===== src/hw/rtl/pts_pkg.sv =====
// Shared types, codes and constants of the periodic trigger schedule.
`default_nettype none

package pts_pkg;

   // Default sizes
   localparam int MAX_TRIGGERS_DEF = 16;
   localparam int TIME_BITS_DEF    = 64;

   // Field widths
   localparam int OP_W        = 2;
   localparam int ID_W        = 4;
   localparam int OFFSET_W    = 32;
   localparam int PERIOD_W    = 32;
   localparam int STATUS_W    = 2;
   localparam int NEXT_TIME_W = 64;

   // Most results that one fire request may produce
   localparam int RESULTS_CAP = 16;
   localparam int GRP_CNT_W   = $clog2(RESULTS_CAP);

   typedef enum logic [OP_W-1:0] {
      OP_ADD  = 2'd0,
      OP_FIRE = 2'd1,
      OP_STEP = 2'd2
   } op_type;

   typedef enum logic [STATUS_W-1:0] {
      ST_OK         = 2'd0,
      ST_FULL       = 2'd1,
      ST_EMPTY      = 2'd2,
      ST_NONE_ACTIVE = 2'd3
   } status_type;

   typedef enum logic [3:0] {
      FSM_IDLE,
      FSM_DISPATCH,
      FSM_ADD_HEAD,
      FSM_WALK,
      FSM_INSERT,
      FSM_LINK,
      FSM_FIRE_CUR,
      FSM_FIRE_NEXT,
      FSM_FIRE_LAST,
      FSM_STEP_LINK,
      FSM_STEP_OFF
   } fsm_type;

   // Memory access controls for the entry table
   typedef struct packed {
      logic wr_en;
      logic rd_en;
   } ram_ctrl_type;

endpackage

`default_nettype wire


===== src/hw/rtl/pts_entry_ram.sv =====
// Entry table of the trigger schedule: one write port, one registered read port.
`default_nettype none

module pts_entry_ram #(
   parameter int DEPTH  = pts_pkg::MAX_TRIGGERS_DEF,
   parameter int ADDR_W = 4,
   parameter int WIDTH  = 41
) (
   input  wire                       clock,
   input  pts_pkg::ram_ctrl_type     ctrl,
   input  wire  [ADDR_W-1:0]         wr_addr,
   input  wire  [WIDTH-1:0]          wr_data,
   input  wire  [ADDR_W-1:0]         rd_addr,
   output logic [WIDTH-1:0]          rd_data
);
   import pts_pkg::*;

   logic [WIDTH-1:0] mem [DEPTH];

   always_ff @(posedge clock) begin
      if (ctrl.wr_en) begin
         mem[wr_addr] <= wr_data;
      end
   end

   // Read data holds while no read is issued
   always_ff @(posedge clock) begin
      if (ctrl.rd_en) begin
         rd_data <= mem[rd_addr];
      end
   end

endmodule

`default_nettype wire


===== src/hw/rtl/periodic_trigger_schedule_core.sv =====
// Top level of the periodic trigger schedule: control sequencer, state and result register.
`default_nettype none

// Keeps up to MAX_TRIGGERS trigger entries in one synchronous table, linked in
// ascending order of offset, with the head, the active entry, the fill count
// and the period start time held in registers. Requests are taken one at a
// time. An add writes the new entry at once on an empty table; else it reads
// the head and either makes the new entry the head or walks the list one
// entry per read, writes the new entry and links it behind its predecessor.
// A fire emits one result per group member (up to 16 results); a step reads
// the active entry's link, if any, and then the new active entry's offset.
// The table read is registered, and the list walk uses its single read port
// once per entry. The result register lets a finished result wait while the
// next request is taken. The period register is written through the csr
// port, which is always ready.

module periodic_trigger_schedule_core #(
   parameter int MAX_TRIGGERS = pts_pkg::MAX_TRIGGERS_DEF,
   parameter int TIME_BITS    = pts_pkg::TIME_BITS_DEF
) (
   input  wire                                 clock,
   input  wire                                 reset,
   // request channel
   input  wire                                 req_valid,
   output logic                                req_stall,
   input  wire  [pts_pkg::OP_W-1:0]            req_op,
   input  wire  [pts_pkg::ID_W-1:0]            req_trigger_id,
   input  wire  [pts_pkg::OFFSET_W-1:0]        req_offset,
   // result channel
   output logic                                rsp_valid,
   input  wire                                 rsp_stall,
   output logic [pts_pkg::STATUS_W-1:0]        rsp_status,
   output logic [pts_pkg::ID_W-1:0]            rsp_fired_id,
   output logic [pts_pkg::NEXT_TIME_W-1:0]     rsp_next_time,
   output logic                                rsp_last,
   // configuration
   input  wire                                 csr_valid,
   output logic                                csr_ready,
   input  wire  [pts_pkg::PERIOD_W-1:0]        csr_period
);
   import pts_pkg::*;

   localparam int SLOT_BITS = $clog2(MAX_TRIGGERS + 1);
   localparam int IDX_BITS  = (MAX_TRIGGERS > 1) ? $clog2(MAX_TRIGGERS) : 1;
   localparam int ENTRY_W   = OFFSET_W + ID_W + SLOT_BITS;
   localparam logic [SLOT_BITS-1:0] NULL_SLOT = SLOT_BITS'(MAX_TRIGGERS);

   // ---------------------------------------------------------------- state
   fsm_type                 state_ff, state_in;
   logic [SLOT_BITS-1:0]    head_ff, head_in;
   logic [SLOT_BITS-1:0]    active_ff, active_in;
   logic [SLOT_BITS-1:0]    count_ff, count_in;
   logic [TIME_BITS-1:0]    pstart_ff, pstart_in;
   logic [PERIOD_W-1:0]     period_ff;
   logic [GRP_CNT_W-1:0]    grp_cnt_ff, grp_cnt_in;

   // latched request
   logic [OP_W-1:0]         op_ff;
   logic [ID_W-1:0]         id_ff;
   logic [OFFSET_W-1:0]     off_ff;

   // entry under the walk (insert predecessor or fire group member)
   logic [SLOT_BITS-1:0]    walk_slot_ff, walk_slot_in;
   logic [OFFSET_W-1:0]     walk_off_ff, walk_off_in;
   logic [ID_W-1:0]         walk_id_ff, walk_id_in;
   logic [SLOT_BITS-1:0]    walk_link_ff, walk_link_in;

   // result register
   logic                    rsp_valid_ff, rsp_valid_in;
   logic [STATUS_W-1:0]     rsp_status_ff;
   logic [ID_W-1:0]         rsp_id_ff;
   logic [TIME_BITS-1:0]    rsp_time_ff;
   logic                    rsp_last_ff;

   // table port
   ram_ctrl_type            ram_ctrl;
   logic [IDX_BITS-1:0]     wr_addr, rd_addr;
   logic [ENTRY_W-1:0]      wr_data, rd_data;
   logic [OFFSET_W-1:0]     rd_off;
   logic [ID_W-1:0]         rd_id;
   logic [SLOT_BITS-1:0]    rd_link;

   // result launch
   logic                    emit;
   logic                    out_free;
   logic                    rsp_load;
   status_type              emit_status;
   logic [ID_W-1:0]         emit_id;
   logic [TIME_BITS-1:0]    emit_time;
   logic                    emit_last;

   logic                    req_accept;
   logic                    head_ok, active_ok, rd_link_ok, full;
   logic                    grp_more;

   assign rd_link = rd_data[SLOT_BITS-1:0];
   assign rd_id   = rd_data[SLOT_BITS +: ID_W];
   assign rd_off  = rd_data[SLOT_BITS+ID_W +: OFFSET_W];

   assign head_ok    = (head_ff < NULL_SLOT);
   assign active_ok  = (active_ff < NULL_SLOT);
   assign rd_link_ok = (rd_link < NULL_SLOT);
   assign full       = (count_ff == NULL_SLOT);

   assign req_stall  = (state_ff != FSM_IDLE);
   assign req_accept = req_valid && !req_stall;
   assign out_free   = !rsp_valid_ff || !rsp_stall;
   assign rsp_load   = emit && out_free;
   assign csr_ready  = 1'b1;

   assign grp_more = (rd_off == walk_off_ff) && (grp_cnt_ff != GRP_CNT_W'(RESULTS_CAP - 1));

   // ------------------------------------------------------- sequencer
   always_comb begin
      state_in     = state_ff;
      head_in      = head_ff;
      active_in    = active_ff;
      count_in     = count_ff;
      pstart_in    = pstart_ff;
      grp_cnt_in   = grp_cnt_ff;
      walk_slot_in = walk_slot_ff;
      walk_off_in  = walk_off_ff;
      walk_id_in   = walk_id_ff;
      walk_link_in = walk_link_ff;
      ram_ctrl     = '0;
      wr_addr      = count_ff[IDX_BITS-1:0];
      wr_data      = {off_ff, id_ff, NULL_SLOT};
      rd_addr      = head_ff[IDX_BITS-1:0];
      emit         = 1'b0;
      emit_status  = ST_OK;
      emit_id      = '0;
      emit_time    = '0;
      emit_last    = 1'b1;

      case (state_ff)
         FSM_IDLE: begin
            if (req_accept) begin
               state_in = FSM_DISPATCH;
            end
         end

         FSM_DISPATCH: begin
            case (op_ff)
               OP_ADD: begin
                  if (full) begin
                     emit        = 1'b1;
                     emit_status = ST_FULL;
                     if (out_free) begin
                        state_in = FSM_IDLE;
                     end
                  end else if (!head_ok) begin
                     emit = 1'b1;
                     if (out_free) begin
                        ram_ctrl.wr_en = 1'b1;
                        head_in        = count_ff;
                        count_in       = count_ff + 1'b1;
                        state_in       = FSM_IDLE;
                     end
                  end else begin
                     ram_ctrl.rd_en = 1'b1;
                     state_in       = FSM_ADD_HEAD;
                  end
               end
               OP_FIRE: begin
                  if (!active_ok) begin
                     emit        = 1'b1;
                     emit_status = ST_NONE_ACTIVE;
                     if (out_free) begin
                        state_in = FSM_IDLE;
                     end
                  end else begin
                     ram_ctrl.rd_en = 1'b1;
                     rd_addr        = active_ff[IDX_BITS-1:0];
                     grp_cnt_in     = '0;
                     state_in       = FSM_FIRE_CUR;
                  end
               end
               OP_STEP: begin
                  if (!head_ok) begin
                     emit        = 1'b1;
                     emit_status = ST_EMPTY;
                     emit_time   = {TIME_BITS{1'b1}};
                     if (out_free) begin
                        state_in = FSM_IDLE;
                     end
                  end else if (active_ok) begin
                     ram_ctrl.rd_en = 1'b1;
                     rd_addr        = active_ff[IDX_BITS-1:0];
                     state_in       = FSM_STEP_LINK;
                  end else begin
                     // first step: wrap to the head and open a new period
                     ram_ctrl.rd_en = 1'b1;
                     active_in      = head_ff;
                     pstart_in      = pstart_ff + TIME_BITS'(period_ff);
                     state_in       = FSM_STEP_OFF;
                  end
               end
               default: begin
                  emit = 1'b1;
                  if (out_free) begin
                     state_in = FSM_IDLE;
                  end
               end
            endcase
         end

         FSM_ADD_HEAD: begin
            if (off_ff < rd_off) begin
               emit    = 1'b1;
               wr_data = {off_ff, id_ff, head_ff};
               if (out_free) begin
                  ram_ctrl.wr_en = 1'b1;
                  head_in        = count_ff;
                  count_in       = count_ff + 1'b1;
                  state_in       = FSM_IDLE;
               end
            end else begin
               walk_slot_in = head_ff;
               walk_off_in  = rd_off;
               walk_id_in   = rd_id;
               walk_link_in = rd_link;
               if (rd_link_ok) begin
                  ram_ctrl.rd_en = 1'b1;
                  rd_addr        = rd_link[IDX_BITS-1:0];
                  state_in       = FSM_WALK;
               end else begin
                  state_in = FSM_INSERT;
               end
            end
         end

         FSM_WALK: begin
            // read data is the successor of the current predecessor
            if (rd_off < off_ff) begin
               walk_slot_in = walk_link_ff;
               walk_off_in  = rd_off;
               walk_id_in   = rd_id;
               walk_link_in = rd_link;
               if (rd_link_ok) begin
                  ram_ctrl.rd_en = 1'b1;
                  rd_addr        = rd_link[IDX_BITS-1:0];
               end else begin
                  state_in = FSM_INSERT;
               end
            end else begin
               state_in = FSM_INSERT;
            end
         end

         FSM_INSERT: begin
            ram_ctrl.wr_en = 1'b1;
            wr_data        = {off_ff, id_ff, walk_link_ff};
            state_in       = FSM_LINK;
         end

         FSM_LINK: begin
            emit    = 1'b1;
            wr_addr = walk_slot_ff[IDX_BITS-1:0];
            wr_data = {walk_off_ff, walk_id_ff, count_ff};
            if (out_free) begin
               ram_ctrl.wr_en = 1'b1;
               count_in       = count_ff + 1'b1;
               state_in       = FSM_IDLE;
            end
         end

         FSM_FIRE_CUR: begin
            walk_slot_in = active_ff;
            walk_off_in  = rd_off;
            walk_id_in   = rd_id;
            walk_link_in = rd_link;
            if (rd_link_ok) begin
               ram_ctrl.rd_en = 1'b1;
               rd_addr        = rd_link[IDX_BITS-1:0];
               state_in       = FSM_FIRE_NEXT;
            end else begin
               state_in = FSM_FIRE_LAST;
            end
         end

         FSM_FIRE_NEXT: begin
            emit      = 1'b1;
            emit_id   = walk_id_ff;
            emit_last = !grp_more;
            if (out_free) begin
               if (grp_more) begin
                  active_in    = walk_link_ff;
                  walk_slot_in = walk_link_ff;
                  walk_id_in   = rd_id;
                  walk_link_in = rd_link;
                  grp_cnt_in   = grp_cnt_ff + 1'b1;
                  if (rd_link_ok) begin
                     ram_ctrl.rd_en = 1'b1;
                     rd_addr        = rd_link[IDX_BITS-1:0];
                  end else begin
                     state_in = FSM_FIRE_LAST;
                  end
               end else begin
                  state_in = FSM_IDLE;
               end
            end
         end

         FSM_FIRE_LAST: begin
            emit    = 1'b1;
            emit_id = walk_id_ff;
            if (out_free) begin
               state_in = FSM_IDLE;
            end
         end

         FSM_STEP_LINK: begin
            ram_ctrl.rd_en = 1'b1;
            state_in       = FSM_STEP_OFF;
            if (rd_link_ok) begin
               active_in = rd_link;
               rd_addr   = rd_link[IDX_BITS-1:0];
            end else begin
               // end of list: wrap to the head
               active_in = head_ff;
               pstart_in = pstart_ff + TIME_BITS'(period_ff);
            end
         end

         FSM_STEP_OFF: begin
            emit      = 1'b1;
            emit_time = pstart_ff + TIME_BITS'(rd_off);
            if (out_free) begin
               state_in = FSM_IDLE;
            end
         end

         default: begin
            state_in = FSM_IDLE;
         end
      endcase
   end

   assign rsp_valid_in = rsp_load || (rsp_valid_ff && rsp_stall);

   // --------------------------------------------------------- registers
   always_ff @(posedge clock) begin
      if (reset) begin
         state_ff     <= FSM_IDLE;
         head_ff      <= NULL_SLOT;
         active_ff    <= NULL_SLOT;
         count_ff     <= '0;
         pstart_ff    <= '0;
         period_ff    <= '0;
         rsp_valid_ff <= 1'b0;
      end else begin
         state_ff     <= state_in;
         head_ff      <= head_in;
         active_ff    <= active_in;
         count_ff     <= count_in;
         pstart_ff    <= pstart_in;
         rsp_valid_ff <= rsp_valid_in;
         if (csr_valid && csr_ready) begin
            period_ff <= csr_period;
         end
      end
   end

   always_ff @(posedge clock) begin
      grp_cnt_ff   <= grp_cnt_in;
      walk_slot_ff <= walk_slot_in;
      walk_off_ff  <= walk_off_in;
      walk_id_ff   <= walk_id_in;
      walk_link_ff <= walk_link_in;
      if (req_accept) begin
         op_ff  <= req_op;
         id_ff  <= req_trigger_id;
         off_ff <= req_offset;
      end
      if (rsp_load) begin
         rsp_status_ff <= emit_status;
         rsp_id_ff     <= emit_id;
         rsp_time_ff   <= emit_time;
         rsp_last_ff   <= emit_last;
      end
   end

   assign rsp_valid     = rsp_valid_ff;
   assign rsp_status    = rsp_status_ff;
   assign rsp_fired_id  = rsp_id_ff;
   assign rsp_next_time = NEXT_TIME_W'(rsp_time_ff);
   assign rsp_last      = rsp_last_ff;

   // ------------------------------------------------------- entry table
   pts_entry_ram #(
      .DEPTH  (MAX_TRIGGERS),
      .ADDR_W (IDX_BITS),
      .WIDTH  (ENTRY_W)
   ) u_entry_ram (
      .clock   (clock),
      .ctrl    (ram_ctrl),
      .wr_addr (wr_addr),
      .wr_data (wr_data),
      .rd_addr (rd_addr),
      .rd_data (rd_data)
   );

   // -------------------------------------------------------- assertions
   a_count_range: assert property (@(posedge clock) disable iff (reset)
      count_ff <= NULL_SLOT)
      else $error("fill count beyond table depth");

   a_head_tracks_count: assert property (@(posedge clock) disable iff (reset)
      (count_ff == '0) == (head_ff == NULL_SLOT))
      else $error("head and fill count disagree");

   a_active_needs_head: assert property (@(posedge clock) disable iff (reset)
      active_ok |-> head_ok)
      else $error("active entry on an empty table");

   a_no_overwrite_held: assert property (@(posedge clock) disable iff (reset)
      (rsp_valid_ff && rsp_stall) |-> !rsp_load)
      else $error("held result overwritten");

   a_write_in_range: assert property (@(posedge clock) disable iff (reset)
      ram_ctrl.wr_en |-> (count_ff < NULL_SLOT))
      else $error("table write on a full table");

endmodule

`default_nettype wire


===== config.mk =====
export PLATFORM = sky130hd
export DESIGN_NAME = periodic_trigger_schedule_core
export DESIGN_NICKNAME = d
export VERILOG_FILES = /design/src/hw/rtl/pts_pkg.sv /design/src/hw/rtl/pts_entry_ram.sv /design/src/hw/rtl/periodic_trigger_schedule_core.sv
export SDC_FILE = /design/constraint.sdc
export NUM_CORES = 1
export LEC_CHECK = 0
export ABC_AREA = 1
export CAP_MARGIN = 20
export CORE_MARGIN = 1
export CORE_UTILIZATION = 44
export CTS_CLUSTER_SIZE = 14
export DETAILED_ROUTE_END_ITERATION = 12
export DONT_BUFFER_PORTS = 1
export GPL_TIMING_DRIVEN = 0
export PLACE_DENSITY_LB_ADDON = 0.15
export SLEW_MARGIN = 20
export SYNTH_ARGS = -nofsm -noshare
export SYNTH_HDL_FRONTEND = slang
export SYNTH_SLANG_ARGS = --single-unit

===== constraint.sdc =====
create_clock -name clock -period 11.8 [get_ports clock]
set_input_delay 1.77 -clock clock [delete_from_list [all_inputs] [get_ports clock]]
set_output_delay 1.77 -clock clock [all_outputs]
set_load 0.02 [all_outputs]

# After elaboration in Yosys (flattened, before gate mapping)
# Memory sizes are Yosys's and may differ from the RTL's. A register that Yosys moved wholly into a read port is not among the register bits.
# Cells that the tools add are included.
dict set report word_totals {
  ramBits 656
  register_bits 274
  n_memories 1
  output_inout_bits 74
  inputBits 75
  elab_cells 197
}
dict set report classes {
  magnitude_cmp 5
  n_mux 104
  reduce_logical 32
  addsub 4
  eq_ne 32
}
# memory words word_bits read_ports rd_clocked_by_memory_dff write_ports line_no
set memory_table {}
lappend memory_table {u_entry_ram.mem 16 41 1 1 1 pts_entry_ram.sv:18} ;# logic [WIDTH-1:0] mem [DEPTH];
# operator n
set ops {}
lappend ops {{$mux W64} 6}
lappend ops {{$pmux W64 S2} 2}
lappend ops {{$add A64 B32 Y64} 2}
lappend ops {{$mux W4} 31}
lappend ops {{$pmux W41 S3} 1}
lappend ops {{$mux W5} 21}
lappend ops {{$pmux W32 S3} 1}
lappend ops {{$lt A32 B32 Y1} 2}
lappend ops {{$mux W32} 2}
lappend ops {{$pmux W4 S9} 1}
lappend ops {{$eq A32 B32 Y1} 1}
lappend ops {{$pmux W4 S4} 2}
lappend ops {{$pmux W5 S3} 2}
lappend ops {{$reduce_and A5 Y1} 5}
lappend ops {{$ne A2 B2 Y1 const B} 12}
lappend ops {{$pmux W4 S5} 1}
lappend ops {{$pmux W5 S4} 1}
lappend ops {{$mux W1} 18}
lappend ops {{$eq A4 B3 Y1 const B} 4}
lappend ops {{$pmux W4 S2} 2}
lappend ops {{$lt A5 B5 Y1 const B} 3}
lappend ops {{$eq A4 B4 Y1 const B} 3}
lappend ops {{$pmux W4 S3} 1}
lappend ops {{$pmux W5 S2} 1}
lappend ops {{other kinds (30)} 52}

# Longest topological paths before layout
dict set report depth {
  word_depth 9
  mapped_depth 27
  depth_no_buf 25
}

# Cells and area by module
# A second synthesis with hierarchy kept.
dict set report unflattened {
  cells_unflattened 5311
  hier_area_um2 48014.8
}
# module area_per_inst_um2 instances cells_per_inst seq_area_each_um2
set modules_own_cells {}
lappend modules_own_cells {pts_entry_ram 29502.0 1 2708 20930.1}
lappend modules_own_cells {periodic_trigger_schedule_core 18512.8 1 2603 7066.8}

# Worst setup path before layout
# OpenSTA, ideal clock, no wires.
dict set report synth_path {
  path_type {input-to-reg}
  from {input rsp_stall}
  to {memory u_entry_ram.mem[10][0] (enable)}
  slack_ns 5.932
  required_ns 11.310
  arrival_ns 5.378
  setup_time_ns 0.490
  cell_stages 8
  path_buffers 0
  cell_sequence {nand2_1 nand2_1 nor2_1 nand3_1 o21ai_0 o21bai_1 nand2_1 nor3_1}
}
dict set report synth_via {
  elab_chain_len 9
  word_cells_on_any_way 10
  classes_between {mux (8); reduce/logical (2)}
}
# element line_no
set synth_lines {}
lappend synth_lines {{start, declared} periodic_trigger_schedule_core.sv:31} ;# input wire rsp_stall,
lappend synth_lines {{$logic_not A1 Y1 *} periodic_trigger_schedule_core.sv:107} ;# assign out_free = !rsp_valid_ff || !rsp_stall;
lappend synth_lines {{$logic_or A1 B1 Y1 *} periodic_trigger_schedule_core.sv:107}
lappend synth_lines {{$mux W1 *} {periodic_trigger_schedule_core.sv:153, periodic_trigger_schedule_core.sv:211, periodic_trigger_schedule_core.sv:260}}
lappend synth_lines {{$mux W1} periodic_trigger_schedule_core.sv:151} ;# end else if (!head_ok) begin
lappend synth_lines {{$mux W2} periodic_trigger_schedule_core.sv:145} ;# if (full) begin
lappend synth_lines {{$mux W1} periodic_trigger_schedule_core.sv:143} ;# case (op_ff)
lappend synth_lines {{$pmux W1 S4 *} periodic_trigger_schedule_core.sv:135} ;# case (state_ff)
lappend synth_lines {{$mux W1 *} pts_entry_ram.sv:21} ;# if (ctrl.wr_en) begin
lappend synth_lines {{$mux W1 (implied by the code) *} pts_entry_ram.sv:22} ;# mem[wr_addr] <= wr_data;
lappend synth_lines {{end, declared} pts_entry_ram.sv:18}
# Every way passes the cells marked *; elsewhere a longest branch is shown, timed or not.

# Worst setup path in the final report
dict set report layout_path {
  from {register u_entry_ram.rd_data[20], read port of u_entry_ram.mem}
  to {memory u_entry_ram.mem[10][24] (enable)}
}
dict set report layout_via {
  elab_chain_len 5
}
# element line_no
set layout_lines {}
lappend layout_lines {{start, declared} pts_entry_ram.sv:14} ;# output logic [WIDTH-1:0] rd_data
lappend layout_lines {{$lt A32 B32 Y1} periodic_trigger_schedule_core.sv:208} ;# if (off_ff < rd_off) begin
lappend layout_lines {{$mux W1} periodic_trigger_schedule_core.sv:208}
lappend layout_lines {{$pmux W1 S4} periodic_trigger_schedule_core.sv:135}
lappend layout_lines {{$mux W1} pts_entry_ram.sv:21}
lappend layout_lines {{$mux W1 (implied by the code)} pts_entry_ram.sv:22}
# Every way passes these cells.

==> run_summary.xml <==
<?xml version="1.0" encoding="UTF-8"?>
<metrics>
  <group name="timing">
    <metric name="finClkSkew" unit="ns">0.0436</metric>
    <metric name="final_period_minus_worst_setup_slack" unit="ns">5.02</metric>
    <metric name="slew_violations" unit="">0</metric>
    <metric name="setup_total_negative_slack" unit="ns">0</metric>
    <metric name="worst_slew_pin_slew" unit="ns">1.20</metric>
    <metric name="hold_viol" unit="">0</metric>
    <metric name="slew_headroom" unit="%">19.8</metric>
    <metric name="rsz0062_at_grt" unit="">no</metric>
    <metric name="fmaxAchievable" unit="MHz">199</metric>
    <metric name="timing.final.setup_violations" unit="">0</metric>
    <metric name="period_share" unit="%">42.5</metric>
  </group>
  <group name="power">
    <metric name="swShare" unit="%">28.6</metric>
    <metric name="pwr-share-clk" unit="%">38.1</metric>
    <metric name="power.share.combinational" unit="%">16.0</metric>
    <metric name="leakage_power_summed_over_all_cells" unit="nW">19.8</metric>
    <metric name="power_switching" unit="mW">2.44</metric>
    <metric name="power_frac_seq" unit="%">45.9</metric>
    <metric name="worst_ir_drop_vdd" unit="mV">0.114</metric>
    <metric name="powerDensity" unit="nW/um^2">165</metric>
    <metric name="power.internal" unit="mW">6.08</metric>
  </group>
  <group name="grt">
    <metric name="gr-usage-met2" unit="%">46.9</metric>
    <metric name="grt_overflow_total" unit="">0</metric>
    <metric name="met3_global_route_usage" unit="%">3.73</metric>
    <metric name="number_of_antenna_violations_at_the_first_check_in_global_routing" unit="">2</metric>
    <metric name="maximum_number_of_pins_on_one_net_before_global_route_repair" unit="">42</metric>
    <metric name="grt_pass1_wl" unit="microns">211000</metric>
    <metric name="global_route_met1_utilization" unit="%">34.8</metric>
    <metric name="grt_pass1_vias" unit="">33700</metric>
    <metric name="global_route.peak_usage_layer" unit="">met2</metric>
    <metric name="grt_usage" unit="%">27.3</metric>
  </group>
  <group name="worst_setup_path">
    <metric name="cp-startpoint" unit="">u_entry_ram.rd_data[20]</metric>
    <metric name="regToRegSetupSlack" unit="ns">6.78</metric>
    <metric name="timing.setup.critical_path_class" unit="">register to register</metric>
    <metric name="worstRegToRegCells" unit="">19</metric>
    <metric name="timing.critical_path.arrival" unit="ns">5.42</metric>
    <metric name="cp.required" unit="ns">12.20</metric>
    <metric name="critical_path_peak_fanout" unit="">8</metric>
    <metric name="start_kind" unit="">register</metric>
    <metric name="critical_path_endpoint_category" unit="">register</metric>
    <metric name="r2r-end" unit="">u_entry_ram.mem[10][24]</metric>
    <metric name="end_of_the_critical_path" unit="">u_entry_ram.mem[10][24]</metric>
    <metric name="crit-reg2reg-launch" unit="">u_entry_ram.rd_data[20]</metric>
  </group>
  <group name="yosys">
    <metric name="postSynth.asyncResetShare" unit="%">0</metric>
    <metric name="synth_seq_cells" unit="">971</metric>
    <metric name="synth_largest_area_cell" unit="">sky130_fd_sc_hd__edfxtp_1</metric>
    <metric name="synth.top_cells.by_count" unit="">sky130_fd_sc_hd__nand2_1, sky130_fd_sc_hd__nand3_1, sky130_fd_sc_hd__edfxtp_1, sky130_fd_sc_hd__inv_1, sky130_fd_sc_hd__nor2_1</metric>
    <metric name="yosys.cell_count.top_type" unit="">sky130_fd_sc_hd__nand2_1</metric>
    <metric name="synth_top_cells_by_area" unit="">sky130_fd_sc_hd__edfxtp_1, sky130_fd_sc_hd__nand3_1, sky130_fd_sc_hd__nand2_1</metric>
    <metric name="ys_dominant_reg_cell" unit="">sky130_fd_sc_hd__edfxtp_1</metric>
    <metric name="synth-edff-count" unit="">855</metric>
    <metric name="avg_synthesized_cell_area" unit="sq um">9.88</metric>
    <metric name="synth_top_area_share" unit="%">56.3</metric>
    <metric name="yosysWarnings" unit="">0</metric>
    <metric name="mappedNetlistArea" unit="sq um">45600</metric>
    <metric name="yosys.cell_types.count" unit="">59</metric>
    <metric name="synth_cells" unit="">4614</metric>
    <metric name="sequential_fraction_of_the_synthesis_area" unit="%">61.4</metric>
    <metric name="synth_nets" unit="">4794</metric>
  </group>
  <group name="layout">
    <metric name="insertedDiodeCount" unit="">0</metric>
    <metric name="ff_latch_area" unit="sq um">28000</metric>
    <metric name="filler_cell_count" unit="">9419</metric>
    <metric name="ratio_of_cells_with_drive_above_1_in_the_final_layout" unit="%">8.86</metric>
    <metric name="area_delta_synth_final" unit="%">13.1</metric>
    <metric name="finish.cell_count_without_fillers" unit="">6233</metric>
    <metric name="area_of_combinational_cells_with_multiple_inputs" unit="sq um">15200</metric>
    <metric name="nNetsFinal" unit="">4957</metric>
  </group>
  <group name="cts">
    <metric name="hold_buffer_count_at_cts" unit="">0</metric>
    <metric name="tritoncts" unit="">built</metric>
    <metric name="cts_htree_levels" unit="">3</metric>
    <metric name="clock_path_buffers" unit="">3</metric>
    <metric name="post_cts_buffers" unit="">0</metric>
    <metric name="root_buffer_cell" unit="">sky130_fd_sc_hd__clkbuf_16</metric>
    <metric name="clock_latency" unit="ns">0.71</metric>
    <metric name="cts-buffers-inserted" unit="">103</metric>
    <metric name="tritoncts_num_sinks" unit="">971</metric>
    <metric name="cts.repair.resized" unit="">0</metric>
    <metric name="path_clk_slew" unit="ns">0.06</metric>
  </group>
  <group name="routing">
    <metric name="drcViolationCount" unit="">0</metric>
    <metric name="drt-initial-drc-count" unit="">3322</metric>
    <metric name="average_wire_length_per_cell_after_detail_routing" unit="microns">22.9</metric>
    <metric name="drt_wl_total" unit="microns">143000</metric>
    <metric name="antenna_violating_nets_post_route" unit="">0</metric>
    <metric name="drt-pass1-iter-count" unit="">6</metric>
    <metric name="detailroute.via_count" unit="">34400</metric>
    <metric name="vias_per_cell" unit="">5.52</metric>
  </group>
  <group name="die">
    <metric name="initial_utilization" unit="%">44.6</metric>
    <metric name="fp.coreArea" unit="sq um">102000</metric>
    <metric name="die-width" unit="microns">324</metric>
    <metric name="dieHeight" unit="microns">324</metric>
    <metric name="floorplan.rows" unit="">117</metric>
    <metric name="design.die.area" unit="sq um">105000</metric>
    <metric name="top_level_ports" unit="">149</metric>
  </group>
  <group name="placement">
    <metric name="port_buffers" unit="">0</metric>
    <metric name="post-place-cells" unit="">6040</metric>
    <metric name="dpl.hpwl" unit="microns">105000</metric>
    <metric name="gp_routability_congestion" unit="">1.01</metric>
  </group>
  <group name="run_status">
    <metric name="run_status" unit="">completed</metric>
  </group>
  <group name="job">
    <metric name="drv.max_cap_violation_count" unit="">0</metric>
  </group>
  <group name="worst_hold_path">
    <metric name="min_path_type" unit="">register to register</metric>
  </group>
</metrics>
-- worst min path at each step --
| stage | start | end | slack [ns] | depth (start not counted) |
|---|---|---|---|---|
| final | u_entry_ram.rd_data[6] | walk_id_ff[1] | 0.42 | 0 |
| after global placement | u_entry_ram.rd_data[7] | walk_id_ff[2] | 0.41 | 0 |
| after floorplan | u_entry_ram.rd_data[5] | walk_id_ff[0] | 0.40 | 0 |
| after detailed placement | u_entry_ram.rd_data[7] | walk_id_ff[2] | 0.41 | 0 |
| after global routing | u_entry_ram.rd_data[7] | walk_id_ff[2] | 0.42 | 0 |
| after CTS | u_entry_ram.rd_data[5] | walk_id_ff[0] | 0.42 | 0 |
-- state kept, by name, indices dropped and copies added (netlist names), 4 cells and up --
name                 count
active_ff                5
u_entry_ram.rd_data     41
pstart_ff               64
off_ff                  32
head_ff                  5
u_entry_ram.mem        656
walk_slot_ff             4
state_ff                 4
walk_id_ff               4
rsp_fired_id             4
walk_off_ff             32
walk_link_ff             5
count_ff                 5
grp_cnt_ff               4
period_ff               32
id_ff                    4
rsp_next_time           64
-- stage by stage --
step	power (mW)	util (%)	area (sq um)	hold WS (ns)	setup slack (ns)
floorplan	4.80	-	45600	0.400	5.93
global placement	5.30	46.3	47300	0.408	2.47
detailed placement	5.33	47.2	48200	0.408	6.80
CTS	8.54	50.5	51600	0.421	6.78
global route	8.83	50.5	51600	0.423	6.55
finish	8.51	50.5	51600	0.422	6.78
-- critical path: stages (launching register included) --
cell and delay [ns]:
sky130_fd_sc_hd__edfxtp_1 0.49, sky130_fd_sc_hd__ha_1 0.35, sky130_fd_sc_hd__nand2_1 0.06, sky130_fd_sc_hd__inv_1 0.07, sky130_fd_sc_hd__nand3_1 0.08, sky130_fd_sc_hd__nor2_1 0.38, sky130_fd_sc_hd__nand2_1 0.10, sky130_fd_sc_hd__nand2_1 0.10
sky130_fd_sc_hd__nand2_1 0.15, sky130_fd_sc_hd__nand2_2 0.15, sky130_fd_sc_hd__nand2_2 0.11, sky130_fd_sc_hd__nor2_1 0.37, sky130_fd_sc_hd__inv_1 0.17, sky130_fd_sc_hd__o21ai_0 0.28, sky130_fd_sc_hd__o21bai_1 0.31, sky130_fd_sc_hd__nand2_1 0.17
sky130_fd_sc_hd__nor3_2 0.68, sky130_fd_sc_hd__buf_6 0.25, sky130_fd_sc_hd__buf_4 0.22, sky130_fd_sc_hd__buf_4 0.21
-- placed cells by master, fill, tap and decap left out, types with 52 or more instances in the layout --
cell	n
sky130_fd_sc_hd__nand2_1	941
sky130_fd_sc_hd__nand3_1	899
sky130_fd_sc_hd__edfxtp_1	855
sky130_fd_sc_hd__inv_1	363
sky130_fd_sc_hd__nor2_1	336
sky130_fd_sc_hd__o21ai_0	224
sky130_fd_sc_hd__a21oi_1	182
sky130_fd_sc_hd__dfxtp_1	116
sky130_fd_sc_hd__clkbuf_16	109
sky130_fd_sc_hd__clkbuf_1	104
sky130_fd_sc_hd__ha_1	103
sky130_fd_sc_hd__buf_2	96
sky130_fd_sc_hd__buf_4	52
-- cell type report --
cell class / count / area share (%)
timing repair buffer: 58 / 1.41
tap: 1368 / 3.32
multi-input combinational: 3033 / 29.5
clock inverter: 55 / 0.936
inverter: 390 / 2.86
sequential: 971 / 54.3
clock buffer: 138 / 5.60
buffer: 220 / 2.11
-- kinds of logic after synthesis --
kind of cell / Yosys count / synth area share, %
xor+xnor: 74 / 1.42
flops: 971 / 61.4
simple gates: 2282 / 21.8
other cells: 1 / 0.00822
compound gates: 571 / 6.85
fa+ha+maj: 105 / 2.91
buf+inv: 610 / 5.60
-- metal layers --
layer	vias up	share of wire, %
li1	16400	-
met1	16500	41
met2	1248	49
met3	264	6.2
met4	0	3.7
met5	-	0
-- power by group through the flow --
stage | Clock, mW | Sequential (mW) | Combinational, mW
3_5_place_dp | 0 | 3.98 | 1.35
4_1_cts | 3.28 | 3.91 | 1.35
3_3_place_gp | 0 | 3.99 | 1.30
2_1_floorplan | 0 | 3.96 | 0.839
6_report | 3.24 | 3.91 | 1.36
5_1_grt | 3.42 | 3.91 | 1.49
No activity file was read; power rests on OpenSTA's default activity.
